`src/rtl/core/wfg_ram.sv`:
```
// ----------------------------------------------------------------------------
// wfg_ram
// Simple dual-port synchronous memory, one write and one registered read.
// ----------------------------------------------------------------------------
module wfg_ram #(
	parameter int WIDTH = 8,
	parameter int DEPTH = 32
) (
	input  logic                     clk,
	input  logic                     we,
	input  logic [$clog2(DEPTH)-1:0] waddr,
	input  logic [WIDTH-1:0]         wdata,
	input  logic [$clog2(DEPTH)-1:0] raddr,
	output logic [WIDTH-1:0]         rdata
);
	logic [WIDTH-1:0] mem [DEPTH];

	always_ff @(posedge clk) begin
		if (we) begin
			mem[waddr] <= wdata;
		end
		rdata <= mem[raddr];
	end

endmodule

```
`config.mk`:
```
export PLATFORM = sky130hd
export DESIGN_NAME = wfg_ram
export DESIGN_NICKNAME = d
export VERILOG_FILES = /design/src/rtl/core/wfg_ram.sv
export SDC_FILE = /design/constraint.sdc
export NUM_CORES = 1
export LEC_CHECK = 0
export BUFFER_PORTS_ARGS = -buffer_cell sky130_fd_sc_hd__clkbuf_2
export CORE_MARGIN = 1.5
export CORE_UTILIZATION = 60
export DETAILED_ROUTE_END_ITERATION = 7
export PLACE_DENSITY_LB_ADDON = 0.3
export SETUP_SLACK_MARGIN = 0.3
export SYNTH_ARGS = -nofsm -noshare
export SYNTH_HDL_FRONTEND = slang
export SYNTH_SLANG_ARGS = --single-unit
```
`constraint.sdc`:
```
create_clock -name clk -period 4.46 [get_ports clk]
set_input_delay 0 -clock clk [delete_from_list [all_inputs] [get_ports clk]]
set_output_delay 0 -clock clk [all_outputs]
set_load 0.02 [all_outputs]
```
==> flow_summary.yaml <==
sta:
  final_critical_path_setup_slack_ns: 2.47
  maxSlewHeadroom: 0.362
  report.final.hold_viol_count: 0
  fin_setup_tns_ns: 0
  period_share: 0.447
  fin_crit_ns: 1.99
  worst_slew_pin_slew_ns: 0.953
  finalSetupViolations: 0
  rsz0062_at_grt: "false"
  timing_max_transition_violations_final: 0
  max_freq_ghz: 0.502
  clock_skew_ns: 0.0171
power:
  p_leak_nw: 3.52
  pwr-share-comb: 0.050
  p_sw_frac: 0.200
  power.ir.vdd_worst_mv: 0.350
  net-switching-power_w: 0.00103
  power.share.sequential: 0.541
  p_total_w: 0.00513
  power_per_cell_area_nw_per_um2: 456
  clock_power_share: 0.409
  power.internal_w: 0.00410
worst_hold_path:
  hold_class: "in2reg"
placed_design:
  pre_cts_slack_ns: 1.88
  place_hpwl_mm: 11.9
  place_congestion: 0.758
  numPortBuffers: 27
  placed_cell_area_sq_um: 10400
routing:
  detail-route-antenna-nets: 0
  detail_route.first_pass.iterations: 5
  drt_iter0_drc: 647
  average_via_count_per_standard_cell: 6.41
  routed_wl_mm: 19.5
  drc: 0
  via_count: 4464
  per_cell_routed_wire_length_um: 28.0
clocking:
  htree_num_levels: 1
  cts_root_buffer: "clkbuf_16"
  cts_resized: 0
  clock_slew_at_reported_path_ffs_ns: 0.06
  tritoncts.num_buffers: 26
  cts_buffer_depth: 3
  clkSinkCount: 264
  cts_tree: "done"
  worstSkewPairLatency_ns: 0.52
floorplan:
  die_w_um: 132
  core_region_area_sq_um: 16500
  io-pin-count: 28
  dieArea_sq_um: 17500
  initial_utilization: 0.611
  die_y_um: 132
  core.rowCount: 47
setup_path:
  worstPathMaxFanout: 36
  setup.worst_path.class: "in2reg"
  cp.arrival_ns: 2.40
  critPathLaunchType: "input pin"
  worst_setup_path_end_kind: "flop"
  slowest_stage: "mux4_2"
  worst_path_dominant_cell_family: "multiplexers"
  critical_path.max_stage_delay_ns: 0.58
  crit_path_cell_trace: "buf_4, buf_4, mux4_2, mux4_2, mux2_2"
  critPathBufInv: 2
  data_required_time_at_the_worst_endpoint_ns: 4.87
cells_and_area:
  flow.area_growth_from_synthesis_pct: 11.7
  num-nets-final: 477
  post_route_cells_drive_above_1_share: 0.336
  layout_commonest_cell: "edfxtp_1"
  layout_common_cells: "256 x edfxtp_1, 80 x mux4_2, 33 x nor2_1, 27 x clkbuf_16, 26 x clkbuf_2"
  antenna_cells_inserted: 0
  stdcell_area_sq_um: 11200
logic_synthesis:
  ys_seq_area_frac: 0.781
  synth-warning-count: 0
  syn-cell-area_sq_um: 10100
  synth.ff_latch_count: 264
  post_synth_num_cell_types: 15
  mappedNetlistNets: 437
  synthesized_netlist_cell_count: 417
  synth_top_cells_by_area: "edfxtp_1 76%, mux4_2 18%, dfxtp_1 1.6%, nor2_1 1.2%, mux2_2 0.90%"
  synthDominantCellAreaShare: 0.765
  synth_top_area_cell: "edfxtp_1"
  postSynthAreaPerCell_sq_um: 24.1
outcome:
  run_status: "finished, final reports clean"
global_routing:
  grt_overflow_total: 0
  grt_usage: 0.233
  first_pass_grt_wire_length_mm: 29.3
  via_count_of_the_first_global_routing_pass: 4580
  grt_start_max_net_pins: 37
  initial_antenna_violation_count: 0
job:
  drv.max_cap_violation_count: 0
-- through the flow --
stage          utilization  cells  hold WS (ns)
2_1_floorplan            -    417        0.0989
3_3_place_gp         0.631    648         0.419
3_5_place_dp         0.631    648         0.416
4_1_cts              0.682    696         0.161
5_1_grt              0.682    696         0.203
6_report             0.682    696         0.169
-- logic make-up (layout without fill, tap and decap cells) --
| family | after synthesis | in the layout | share of synthesized area |
|---|---|---|---|
| flip-flops | 264 | 264 | 0.781 |
| multiplexers | 88 | 88 | 0.188 |
| AND/OR/NAND/NOR | 45 | 45 | 0.0207 |
| buffers and inverters | 20 | 79 | 0.0106 |
-- synth_stat cells --
master / instances
nand3b_1: 5
or3_1: 1
or3b_2: 3
mux4_2: 80
buf_2: 1
buf_6: 1
buf_1: 6
nor2_1: 33
nand3_1: 2
buf_4: 6
nand2_1: 1
clkbuf_1: 6
dfxtp_1: 8
edfxtp_1: 256
mux2_2: 8
-- per-layer routing --
layer / vias up / GRT usage / routed length (um)
met5: - / 0 / 0
met4: 0 / 0.0470 / 254
met3: 24 / 0.0406 / 1590
met2: 199 / 0.353 / 9330
met1: 2379 / 0.371 / 8300
li1: 1862 / - / -
-- worst register-to-register path, stage by stage (launching register included) --
cell and delay [ns]:
edfxtp_1 0.36, mux4_2 0.53, mux4_2 0.53, mux2_2 0.29
-- power groups by stage --
stage	sequential, W	combinational, W	clock [W]
global placement	0.00282	0.000254	0
global route	0.00278	0.000275	0.00221
CTS	0.00277	0.000261	0.00212
finish	0.00277	0.000258	0.00209
detailed placement	0.00283	0.000259	0
floorplan	0.00283	0.000147	0
-- cell type report --
class	count	area, sq um
clock buffers	37	753
flip-flops and latches	264	7850
well taps	220	275
fillers	1027	5240
repair buffers	32	178
clock inverters	10	77.6
multi-input cells	133	2100
-- final timing paths --
check,end,cells past startpoint,startpoint,slack (ns)
hold / removal,mem[30][3],1,wdata[3],0.17
setup reg to reg,rdata[7],3,mem[31][7],2.63
hold reg to reg,rdata[1],3,mem[28][1],0.90
setup / recovery,rdata[6],5,raddr[0],2.47
-- state kept, by name, indices dropped and copies added (netlist names) --
register,cells
mem,256
rdata,8
-- timing repair --
action                                  CTS  global route
endpoints found under the setup margin    0             0
hold buffers                              1             0
setup buffers                             0             0
endpoints found under the hold margin     7             0
Power figures use the tool's default switching activity.
