## config.mk

```make
export PLATFORM = sky130hd
export DESIGN_NAME = wfg_ctrl
export DESIGN_NICKNAME = d
export VERILOG_FILES = /design/src/rtl/core/wfg_pkg.sv /design/src/rtl/core/wfg_ram.sv /design/src/rtl/core/wfg_ctrl.sv
export SDC_FILE = /design/constraint.sdc
export NUM_CORES = 2
export LEC_CHECK = 0
export BUFFER_PORTS_ARGS = -buffer_cell sky130_fd_sc_hd__buf_2
export CORE_MARGIN = 5
export CORE_UTILIZATION = 45
export CTS_CLUSTER_SIZE = 14
export DETAILED_ROUTE_END_ITERATION = 10
export PLACE_DENSITY_LB_ADDON = 0.2
export SLEW_MARGIN = 5
export SYNTH_ARGS = -nofsm -noshare
export SYNTH_HDL_FRONTEND = slang
export SYNTH_HIERARCHICAL = 1
export SYNTH_SLANG_ARGS = --single-unit
```

## constraint.sdc

```tcl
create_clock -name clk -period 16.9 [get_ports clk]
set_clock_uncertainty 0.15 [all_clocks]
set_input_delay 2.535 -clock clk [delete_from_list [all_inputs] [get_ports clk]]
set_output_delay 2.535 -clock clk [all_outputs]
set_load 0.01 [all_outputs]
```

## src/rtl/core/wfg_pkg.sv

```systemverilog
// ----------------------------------------------------------------------------
// wfg_pkg
// Types and codes shared by the wait-for graph deadlock detector.
// ----------------------------------------------------------------------------
package wfg_pkg;

	typedef enum logic [1:0] {
		ACT_ADD    = 2'd0,
		ACT_REMOVE = 2'd1,
		ACT_CLEAR  = 2'd2,
		ACT_DETECT = 2'd3
	} act_t;

	localparam logic [1:0] STAT_OK   = 2'd0;
	localparam logic [1:0] STAT_REJ  = 2'd1;
	localparam logic [1:0] STAT_FULL = 2'd2;

	typedef struct packed {
		act_t        action;
		logic [4:0]  slot;
		logic [63:0] txn_ts;
		logic [30:0] op_id;
		logic        has_waiter;
		logic [4:0]  waiter_slot;
		logic [63:0] waiter_ts;
		logic [30:0] waiter_op;
		logic        abort_flag;
		logic        last;
	} cmd_t;

	typedef struct packed {
		logic [1:0] status;
		logic       deadlock;
	} rsp_t;

	typedef struct packed {
		logic [4:0]  slot;
		logic [63:0] ts;
		logic [30:0] op;
	} waiter_t;

	typedef enum logic [3:0] {
		ST_IDLE,
		ST_CHK,
		ST_R_RD,
		ST_R_CMP,
		ST_S_RD,
		ST_S_WR,
		ST_W_POP,
		ST_W_CUR0,
		ST_W_CUR1,
		ST_W_ERD,
		ST_W_ESL,
		ST_W_ECHK
	} state_t;

endpackage

```

## src/rtl/core/wfg_ram.sv

```systemverilog
// ----------------------------------------------------------------------------
// wfg_ram
// Simple dual-port synchronous memory, one write and one registered read.
// ----------------------------------------------------------------------------
module wfg_ram #(
	parameter int WIDTH = 8,
	parameter int DEPTH = 32
) (
	input  logic                     clk,
	input  logic                     we,
	input  logic [$clog2(DEPTH)-1:0] waddr,
	input  logic [WIDTH-1:0]         wdata,
	input  logic [$clog2(DEPTH)-1:0] raddr,
	output logic [WIDTH-1:0]         rdata
);
	logic [WIDTH-1:0] mem [DEPTH];

	always_ff @(posedge clk) begin
		if (we) begin
			mem[waddr] <= wdata;
		end
		rdata <= mem[raddr];
	end

endmodule

```

## src/rtl/core/wfg_ctrl.sv

```systemverilog
// ----------------------------------------------------------------------------
// wfg_ctrl
// Sequencer: group checks, list append, remove scan and shift, graph walk.
// ----------------------------------------------------------------------------
module wfg_ctrl #(
	parameter int SLOTS            = 32,
	parameter int WAITERS_PER_SLOT = 32
) (
	input  logic                                            clk,
	input  logic                                            arst_n,
	input  logic                                            start,
	input  wfg_pkg::cmd_t                                   cmd,
	output logic                                            busy,
	output logic                                            done,
	output wfg_pkg::rsp_t                                   rsp,
	output logic                                            slot_we,
	output logic [$clog2(SLOTS)-1:0]                        slot_waddr,
	output logic [96+$clog2(WAITERS_PER_SLOT+1)-1:0]        slot_wdata,
	output logic [$clog2(SLOTS)-1:0]                        slot_raddr,
	input  logic [96+$clog2(WAITERS_PER_SLOT+1)-1:0]        slot_rdata,
	output logic                                            list_we,
	output logic [$clog2(SLOTS*WAITERS_PER_SLOT)-1:0]       list_waddr,
	output wfg_pkg::waiter_t                                list_wdata,
	output logic [$clog2(SLOTS*WAITERS_PER_SLOT)-1:0]       list_raddr,
	input  wfg_pkg::waiter_t                                list_rdata
);
	import wfg_pkg::*;

	localparam int AW  = $clog2(SLOTS);
	localparam int CW  = $clog2(WAITERS_PER_SLOT + 1);
	localparam int LAW = $clog2(SLOTS * WAITERS_PER_SLOT);
	localparam int QW  = $clog2(SLOTS + 1);
	localparam logic [8:0]    SLOT_LIM = 9'(SLOTS);
	localparam logic [CW-1:0] WPS_C    = CW'(WAITERS_PER_SLOT);
	localparam logic [QW-1:0] QCAP     = QW'(SLOTS);

	function automatic logic [LAW-1:0] laddr(input logic [AW-1:0] s, input logic [CW-1:0] i);
		laddr = LAW'(s) * LAW'(WAITERS_PER_SLOT) + LAW'(i);
	endfunction

	state_t          state_q, state_d;
	cmd_t            cmd_q;
	logic [63:0]     e_ts_q;
	logic [30:0]     e_op_q;
	logic            e_ab_q;
	logic [CW-1:0]   idx_q, n_q;
	logic [AW-1:0]   cur_q, w_q;
	logic [63:0]     wts_q;
	logic [SLOTS-1:0] vis_q, add_q, svld_q;
	logic            srd_vld_q;
	logic [QW-1:0]   rdp_q, wrp_q;
	logic            grp_open_q, grp_acc_q;
	logic            done_q;
	rsp_t            rsp_q;

	logic [63:0]     rd_ts;
	logic [30:0]     rd_op;
	logic            rd_ab;
	logic [CW-1:0]   rd_cnt;
	logic [AW-1:0]   s_idx;
	logic            s_ok, newer, same, bump, acc, full, ts_eq, w_ok;
	logic [63:0]     base_ts;
	logic [30:0]     base_op;
	logic            base_ab;
	logic [CW-1:0]   base_cnt, idx_nx;
	logic            fin, fin_dl;
	logic [1:0]      fin_st;
	logic            q_we;
	logic [AW-1:0]   q_waddr, q_wdata, q_raddr, q_rdata;

	wfg_ram #(.WIDTH(AW), .DEPTH(SLOTS)) u_queue (
		.clk   (clk),
		.we    (q_we),
		.waddr (q_waddr),
		.wdata (q_wdata),
		.raddr (q_raddr),
		.rdata (q_rdata)
	);

	assign rd_ts  = srd_vld_q ? slot_rdata[95+CW -: 64] : '0;
	assign rd_op  = srd_vld_q ? slot_rdata[31+CW -: 31] : '0;
	assign rd_ab  = srd_vld_q ? slot_rdata[CW] : 1'b0;
	assign rd_cnt = srd_vld_q ? slot_rdata[CW-1:0] : '0;

	assign s_idx  = AW'(cmd_q.slot);
	assign s_ok   = {4'b0, cmd_q.slot} < SLOT_LIM;
	assign newer  = rd_ts < cmd_q.txn_ts;
	assign same   = (rd_ts == cmd_q.txn_ts) && !rd_ab && (rd_op <= cmd_q.op_id);
	assign bump   = rd_op < cmd_q.op_id;
	assign acc    = grp_open_q ? grp_acc_q : (newer || same);
	assign ts_eq  = rd_ts == cmd_q.txn_ts;
	assign idx_nx = idx_q + CW'(1);
	assign w_ok   = {4'b0, list_rdata.slot} < SLOT_LIM;

	always_comb begin
		base_ts  = rd_ts;
		base_op  = rd_op;
		base_ab  = rd_ab;
		base_cnt = rd_cnt;
		if (!grp_open_q && newer) begin
			base_ts  = cmd_q.txn_ts;
			base_ab  = 1'b0;
		end
		if (!grp_open_q && (newer || (same && bump))) begin
			base_op  = cmd_q.op_id;
			base_cnt = '0;
		end
		full = base_cnt >= WPS_C;
	end

	assign busy = state_q != ST_IDLE;
	assign done = done_q;
	assign rsp  = rsp_q;

	always_ff @(posedge clk or negedge arst_n) begin
		if (!arst_n) begin
			state_q <= ST_IDLE;
		end else begin
			state_q <= state_d;
		end
	end

	always_comb begin
		state_d    = state_q;
		fin        = 1'b0;
		fin_st     = STAT_OK;
		fin_dl     = 1'b0;
		slot_raddr = AW'(cmd.slot);
		slot_we    = 1'b0;
		slot_waddr = s_idx;
		slot_wdata = {e_ts_q, e_op_q, e_ab_q, n_q - CW'(1)};
		list_raddr = laddr(s_idx, idx_q);
		list_we    = 1'b0;
		list_waddr = laddr(s_idx, idx_q);
		list_wdata = list_rdata;
		q_we       = 1'b0;
		q_waddr    = AW'(wrp_q);
		q_wdata    = w_q;
		q_raddr    = AW'(rdp_q);
		case (state_q)
			ST_IDLE: begin
				if (start) begin
					state_d = ST_CHK;
				end
			end
			ST_CHK: begin
				state_d = ST_IDLE;
				if (!s_ok) begin
					fin    = 1'b1;
					fin_st = STAT_REJ;
				end else if (cmd_q.action == ACT_ADD) begin
					fin        = 1'b1;
					slot_we    = acc;
					slot_wdata = {base_ts, base_op, base_ab, base_cnt};
					list_waddr = laddr(s_idx, base_cnt);
					list_wdata = '{slot: cmd_q.waiter_slot, ts: cmd_q.waiter_ts,
						op: cmd_q.waiter_op};
					if (!acc) begin
						fin_st = STAT_REJ;
					end else if (cmd_q.has_waiter) begin
						if (full) begin
							fin_st = STAT_FULL;
						end else begin
							list_we    = 1'b1;
							slot_wdata = {base_ts, base_op, base_ab, base_cnt + CW'(1)};
						end
					end
				end else if (!ts_eq) begin
					fin    = 1'b1;
					fin_st = STAT_REJ;
				end else begin
					case (cmd_q.action)
						ACT_REMOVE: begin
							if (cmd_q.has_waiter) begin
								state_d = ST_R_RD;
							end else begin
								fin = 1'b1;
							end
						end
						ACT_CLEAR: begin
							fin        = 1'b1;
							slot_we    = 1'b1;
							slot_wdata = {rd_ts, rd_op, cmd_q.abort_flag, {CW{1'b0}}};
						end
						default: begin
							state_d = ST_W_POP;
							q_we    = 1'b1;
							q_waddr = '0;
							q_wdata = s_idx;
						end
					endcase
				end
			end
			ST_R_RD: begin
				if (idx_q == n_q) begin
					fin     = 1'b1;
					fin_st  = STAT_REJ;
					state_d = ST_IDLE;
				end else begin
					state_d = ST_R_CMP;
				end
			end
			ST_R_CMP: begin
				if (list_rdata.slot == cmd_q.waiter_slot && list_rdata.ts == cmd_q.waiter_ts
						&& list_rdata.op == cmd_q.waiter_op) begin
					state_d = ST_S_RD;
				end else begin
					state_d = ST_R_RD;
				end
			end
			ST_S_RD: begin
				list_raddr = laddr(s_idx, idx_nx);
				if (idx_nx < n_q) begin
					state_d = ST_S_WR;
				end else begin
					slot_we = 1'b1;
					fin     = 1'b1;
					state_d = ST_IDLE;
				end
			end
			ST_S_WR: begin
				list_we = 1'b1;
				state_d = ST_S_RD;
			end
			ST_W_POP: begin
				if (rdp_q == wrp_q) begin
					fin     = 1'b1;
					state_d = ST_IDLE;
				end else begin
					state_d = ST_W_CUR0;
				end
			end
			ST_W_CUR0: begin
				slot_raddr = q_rdata;
				state_d    = vis_q[q_rdata] ? ST_W_POP : ST_W_CUR1;
			end
			ST_W_CUR1: begin
				state_d = ST_W_ERD;
			end
			ST_W_ERD: begin
				list_raddr = laddr(cur_q, idx_q);
				state_d    = (idx_q == n_q) ? ST_W_POP : ST_W_ESL;
			end
			ST_W_ESL: begin
				slot_raddr = AW'(list_rdata.slot);
				state_d    = w_ok ? ST_W_ECHK : ST_W_ERD;
			end
			ST_W_ECHK: begin
				state_d = ST_W_ERD;
				if (rd_ts != '0 && rd_ts == wts_q) begin
					if (w_q == s_idx) begin
						fin     = 1'b1;
						fin_dl  = 1'b1;
						state_d = ST_IDLE;
					end else if (!add_q[w_q] && wrp_q < QCAP) begin
						q_we = 1'b1;
					end
				end
			end
			default: begin
				state_d = ST_IDLE;
			end
		endcase
	end

	always_ff @(posedge clk or negedge arst_n) begin
		if (!arst_n) begin
			svld_q     <= '0;
			srd_vld_q  <= 1'b0;
			grp_open_q <= 1'b0;
			grp_acc_q  <= 1'b0;
			done_q     <= 1'b0;
			vis_q      <= '0;
			add_q      <= '0;
			rdp_q      <= '0;
			wrp_q      <= '0;
		end else begin
			srd_vld_q <= svld_q[slot_raddr];
			if (slot_we) begin
				svld_q[slot_waddr] <= 1'b1;
			end
			done_q <= fin;
			if (state_q == ST_CHK) begin
				if (cmd_q.action == ACT_ADD) begin
					if (!grp_open_q) begin
						grp_acc_q <= s_ok && (newer || same);
					end
					grp_open_q <= !cmd_q.last;
				end else begin
					grp_open_q <= 1'b0;
				end
				vis_q <= '0;
				add_q <= '0;
				rdp_q <= '0;
				wrp_q <= QW'(1);
			end
			if (state_q == ST_W_CUR0) begin
				rdp_q <= rdp_q + QW'(1);
				vis_q[q_rdata] <= 1'b1;
			end
			if (q_we && state_q == ST_W_ECHK) begin
				add_q[w_q] <= 1'b1;
				wrp_q      <= wrp_q + QW'(1);
			end
		end
	end

	always_ff @(posedge clk) begin
		if (fin) begin
			rsp_q <= '{status: fin_st, deadlock: fin_dl};
		end
		case (state_q)
			ST_IDLE: begin
				if (start) begin
					cmd_q <= cmd;
				end
			end
			ST_CHK: begin
				e_ts_q <= rd_ts;
				e_op_q <= rd_op;
				e_ab_q <= rd_ab;
				n_q    <= rd_cnt;
				idx_q  <= '0;
			end
			ST_R_CMP: begin
				if (!(list_rdata.slot == cmd_q.waiter_slot && list_rdata.ts == cmd_q.waiter_ts
						&& list_rdata.op == cmd_q.waiter_op)) begin
					idx_q <= idx_nx;
				end
			end
			ST_S_WR: begin
				idx_q <= idx_nx;
			end
			ST_W_CUR0: begin
				cur_q <= q_rdata;
			end
			ST_W_CUR1: begin
				n_q   <= rd_cnt;
				idx_q <= '0;
			end
			ST_W_ESL: begin
				w_q   <= AW'(list_rdata.slot);
				wts_q <= list_rdata.ts;
				if (!w_ok) begin
					idx_q <= idx_nx;
				end
			end
			ST_W_ECHK: begin
				idx_q <= idx_nx;
			end
			default: begin
			end
		endcase
	end

endmodule

```

==> metrics <==
initial antenna violation count=27; FF-to-FF Start=srd_vld_q; post-synthesis simple-gate area fraction=14.3%; Hold Startpoint=svld_q[2]; Total Power=5.77 mW; setup TNS=0 ps; die area=0.0846 sq mm; final cell count without fillers=5084; average wire per standard cell=25.0 um; RSZ-0062 raised after global routing=false; Worst Hold Class=register to register; FMAX=101 MHz; syn nets=3909; hold path cells=1; # clock sinks=671; sequential share of the synthesized area=55.0%; Slew @ Worst Pin=1150 ps; complex-gate fraction of the synthesized area=12.4%; fill count=6993; CP peak stage delay=740 ps; R2R Path End=u_queue/mem[28][1]; Synth async-reset ratio=17.3%; largest family of logic cells by synthesized area=simple AND/OR/NAND/NOR gates; site row count=103; Primary FF master, synth=edfxtp_1; GRT Util Overall=28.7%; top cell type's share of synthesized area=46.5%; Hold WS=313 ps; layout cells sized above 1=22.9%; CTS Buf Count=77; Mapped Avg Cell Area=10.5 sq um; DP Area=0.0396 sq mm; Yosys top cell by area=edfxtp_1; CP Capture Type=primary output; Area Overhead vs Synth=18.6%; Routability Congestion=0.928; Synth area leaders=edfxtp_1, dfrtp_1, nand2_1, ha_1, mux4_2; clk_lat worst skew=640 ps; vias in the first global route=27600; r2r setup slk=10450 ps; Core Box Area=0.0786 sq mm; Hold Path End=svld_q[2]; CTS root buffer=clkbuf_16; number of flops mapped to enable cells by yosys=550; Placed Cells=4918; Worst Path Max Fanout=61; R2R depth=12; post-CTS sizing=0; final instance area=0.0421 sq mm; CP arrival=7210 ps; Final WS setup=7010 ps; status=completed; PortBufs=648; hold buffers post-CTS=0; Post-CTS Setup Bufs=0; GRT Residual Overflow=0; Worst setup SP type=primary input; Routed WL=127000 um; post-synthesis xor/xnor area fraction=3.99%; worst path required time=14220 ps; Crit-path slowest cell=nor4_1; Setup WS pre-CTS=7190 ps; critical path class=primary input to primary output; multiplexer area fraction after synthesis=5.59%; most frequent cells in the layout=nand2_1, buf_2, edfxtp_1; post-route minimum period=9890 ps; DR vias=29300; die outline height=291 um; multi-input logic area=0.0144 sq mm; VDD IR max=0.0000999 V; final core occ=53.6%; CTS tree=yes; CTS H-tree lvls=3; synth warn=6; Cells after Synth=3383; HPWL Detailed=93900 um; pwr dens=137 mW/mm^2; Die Width=291 um; DRT iter0 DRCs=3275; Nets=4473; Initial Util=45.2%; largest net degree at the start of global routing=96; Synth Area in Adders=4.09%; cells along the critical path=buf_2, nand2_1, inv_1, ha_1, nand4_1, nor4_1, nor3b_1, and3_4, and2_4, buf_4, a21oi_1, o22ai_1, a21oi_1, buf_2; synthesized cell area=0.0355 sq mm; CTS clk-pin slew, worst paths=60 ps; routed vias/inst=5.76; Final Cycle Share=58.5%; Leak=17.8 nW; DRT antenna net count=0; drt first pass iters=5; slew margin rel.=23.5%; Clock Tree Buf Depth=3; residual DRC count=0; Max-Cap Viols=0; final setup fails=0; most common cell after layout, fill and taps aside=nand2_1; Unique masters post-synth=70; IO Count=649; Seq cells post-synth=671; max-slew violation count=0; first-pass GRT wire length=184000 um; final hold violation count=0; FF+latch area=0.0195 sq mm
==> how the worst max path moves through the flow <==
stage	startpoint	end
2_1_floorplan	slot_rdata[69]	slot_wdata[4]
3_5_place_dp	slot_rdata[99]	slot_wdata[39]
5_1_grt	slot_rdata[95]	slot_wdata[39]
6_report	slot_rdata[99]	slot_wdata[39]
4_1_cts	slot_rdata[99]	slot_wdata[39]
3_3_place_gp	slot_rdata[99]	slot_wdata[84]
==> sequential cells by signal (all words and copies together) (netlist names), 31 cells and up <==
signal       cells
add_q           32
e_ts_q          64
u_queue/mem    160
vis_q           32
e_op_q          31
wts_q           64
svld_q          32
cmd_q          200
==> metal layers <==
| layer | track usage, % | vias up | routed length [um] |
|---|---|---|---|
| li1 | - | 13400 | - |
| met1 | 40.7 | 14200 | 52800 |
| met2 | 43.8 | 1531 | 57000 |
| met3 | 7.41 | 223 | 13300 |
| met4 | 8.53 | 8 | 3870 |
| met5 | 0 | - | 52 |
==> layout make-up <==
type                       instances  share of cell area, %
antenna                           24                  0.143
clock buffer                     108                   5.05
clock inverter                    34                  0.852
inverter                         230                   2.07
multi-input combinational       2295                   34.3
sequential                       671                   46.3
tap                             1050                   3.12
timing repair buffer             672                   8.13
==> cell usage after synthesis (5+ instances only) <==
master and n:
a211oi_1 8, a21o_1 8, a21oi_1 240, a22o_1 13
a22oi_1 28, a31o_2 33, a31oi_1 8, and2_1 13
and3_1 13, buf_1 16, buf_2 15, buf_4 6
clkbuf_1 147, dfrtp_1 116, dfxtp_1 5, edfxtp_1 550
ha_1 116, inv_1 230, mux2_2 13, mux2i_1 29
mux4_1 5, mux4_2 63, nand2_1 667, nand2b_1 14
nand3_1 49, nand3b_1 37, nand4_1 48, nor2_1 205
nor2b_1 11, nor3_1 19, nor3b_1 6, nor4_1 47
o211ai_1 9, o21ai_0 210, o21ai_1 7, o21ai_2 10
o221ai_1 6, o22ai_1 121, o31ai_1 8, or3_1 10
or3b_2 5, or4_1 5, xnor2_1 80, xor2_1 82
==> worst max-delay path, delay by kind of cell <==
kind,cells,cell delay (ps)
compound gates,3,440
fa+ha+maj,1,300
buf+inv,4,1240
simple gates,6,2610
==> report_power, final <==
part | switching (mW) | leakage, nW | internal (mW)
clock network | 0.696 | 1.21 | 0.961
logic | 1.23 | 9.80 | 0.620
registers | 0.170 | 6.79 | 2.10
==> cell families after synthesis <==
| logic type | count (synthesis) |
|---|---|
| flops | 671 |
| buf+inv | 417 |
| simple gates | 1161 |
| fa+ha+maj | 116 |
| mux | 110 |
| compound gates | 746 |
| xor+xnor | 162 |
Power figures use the tool's default switching activity.
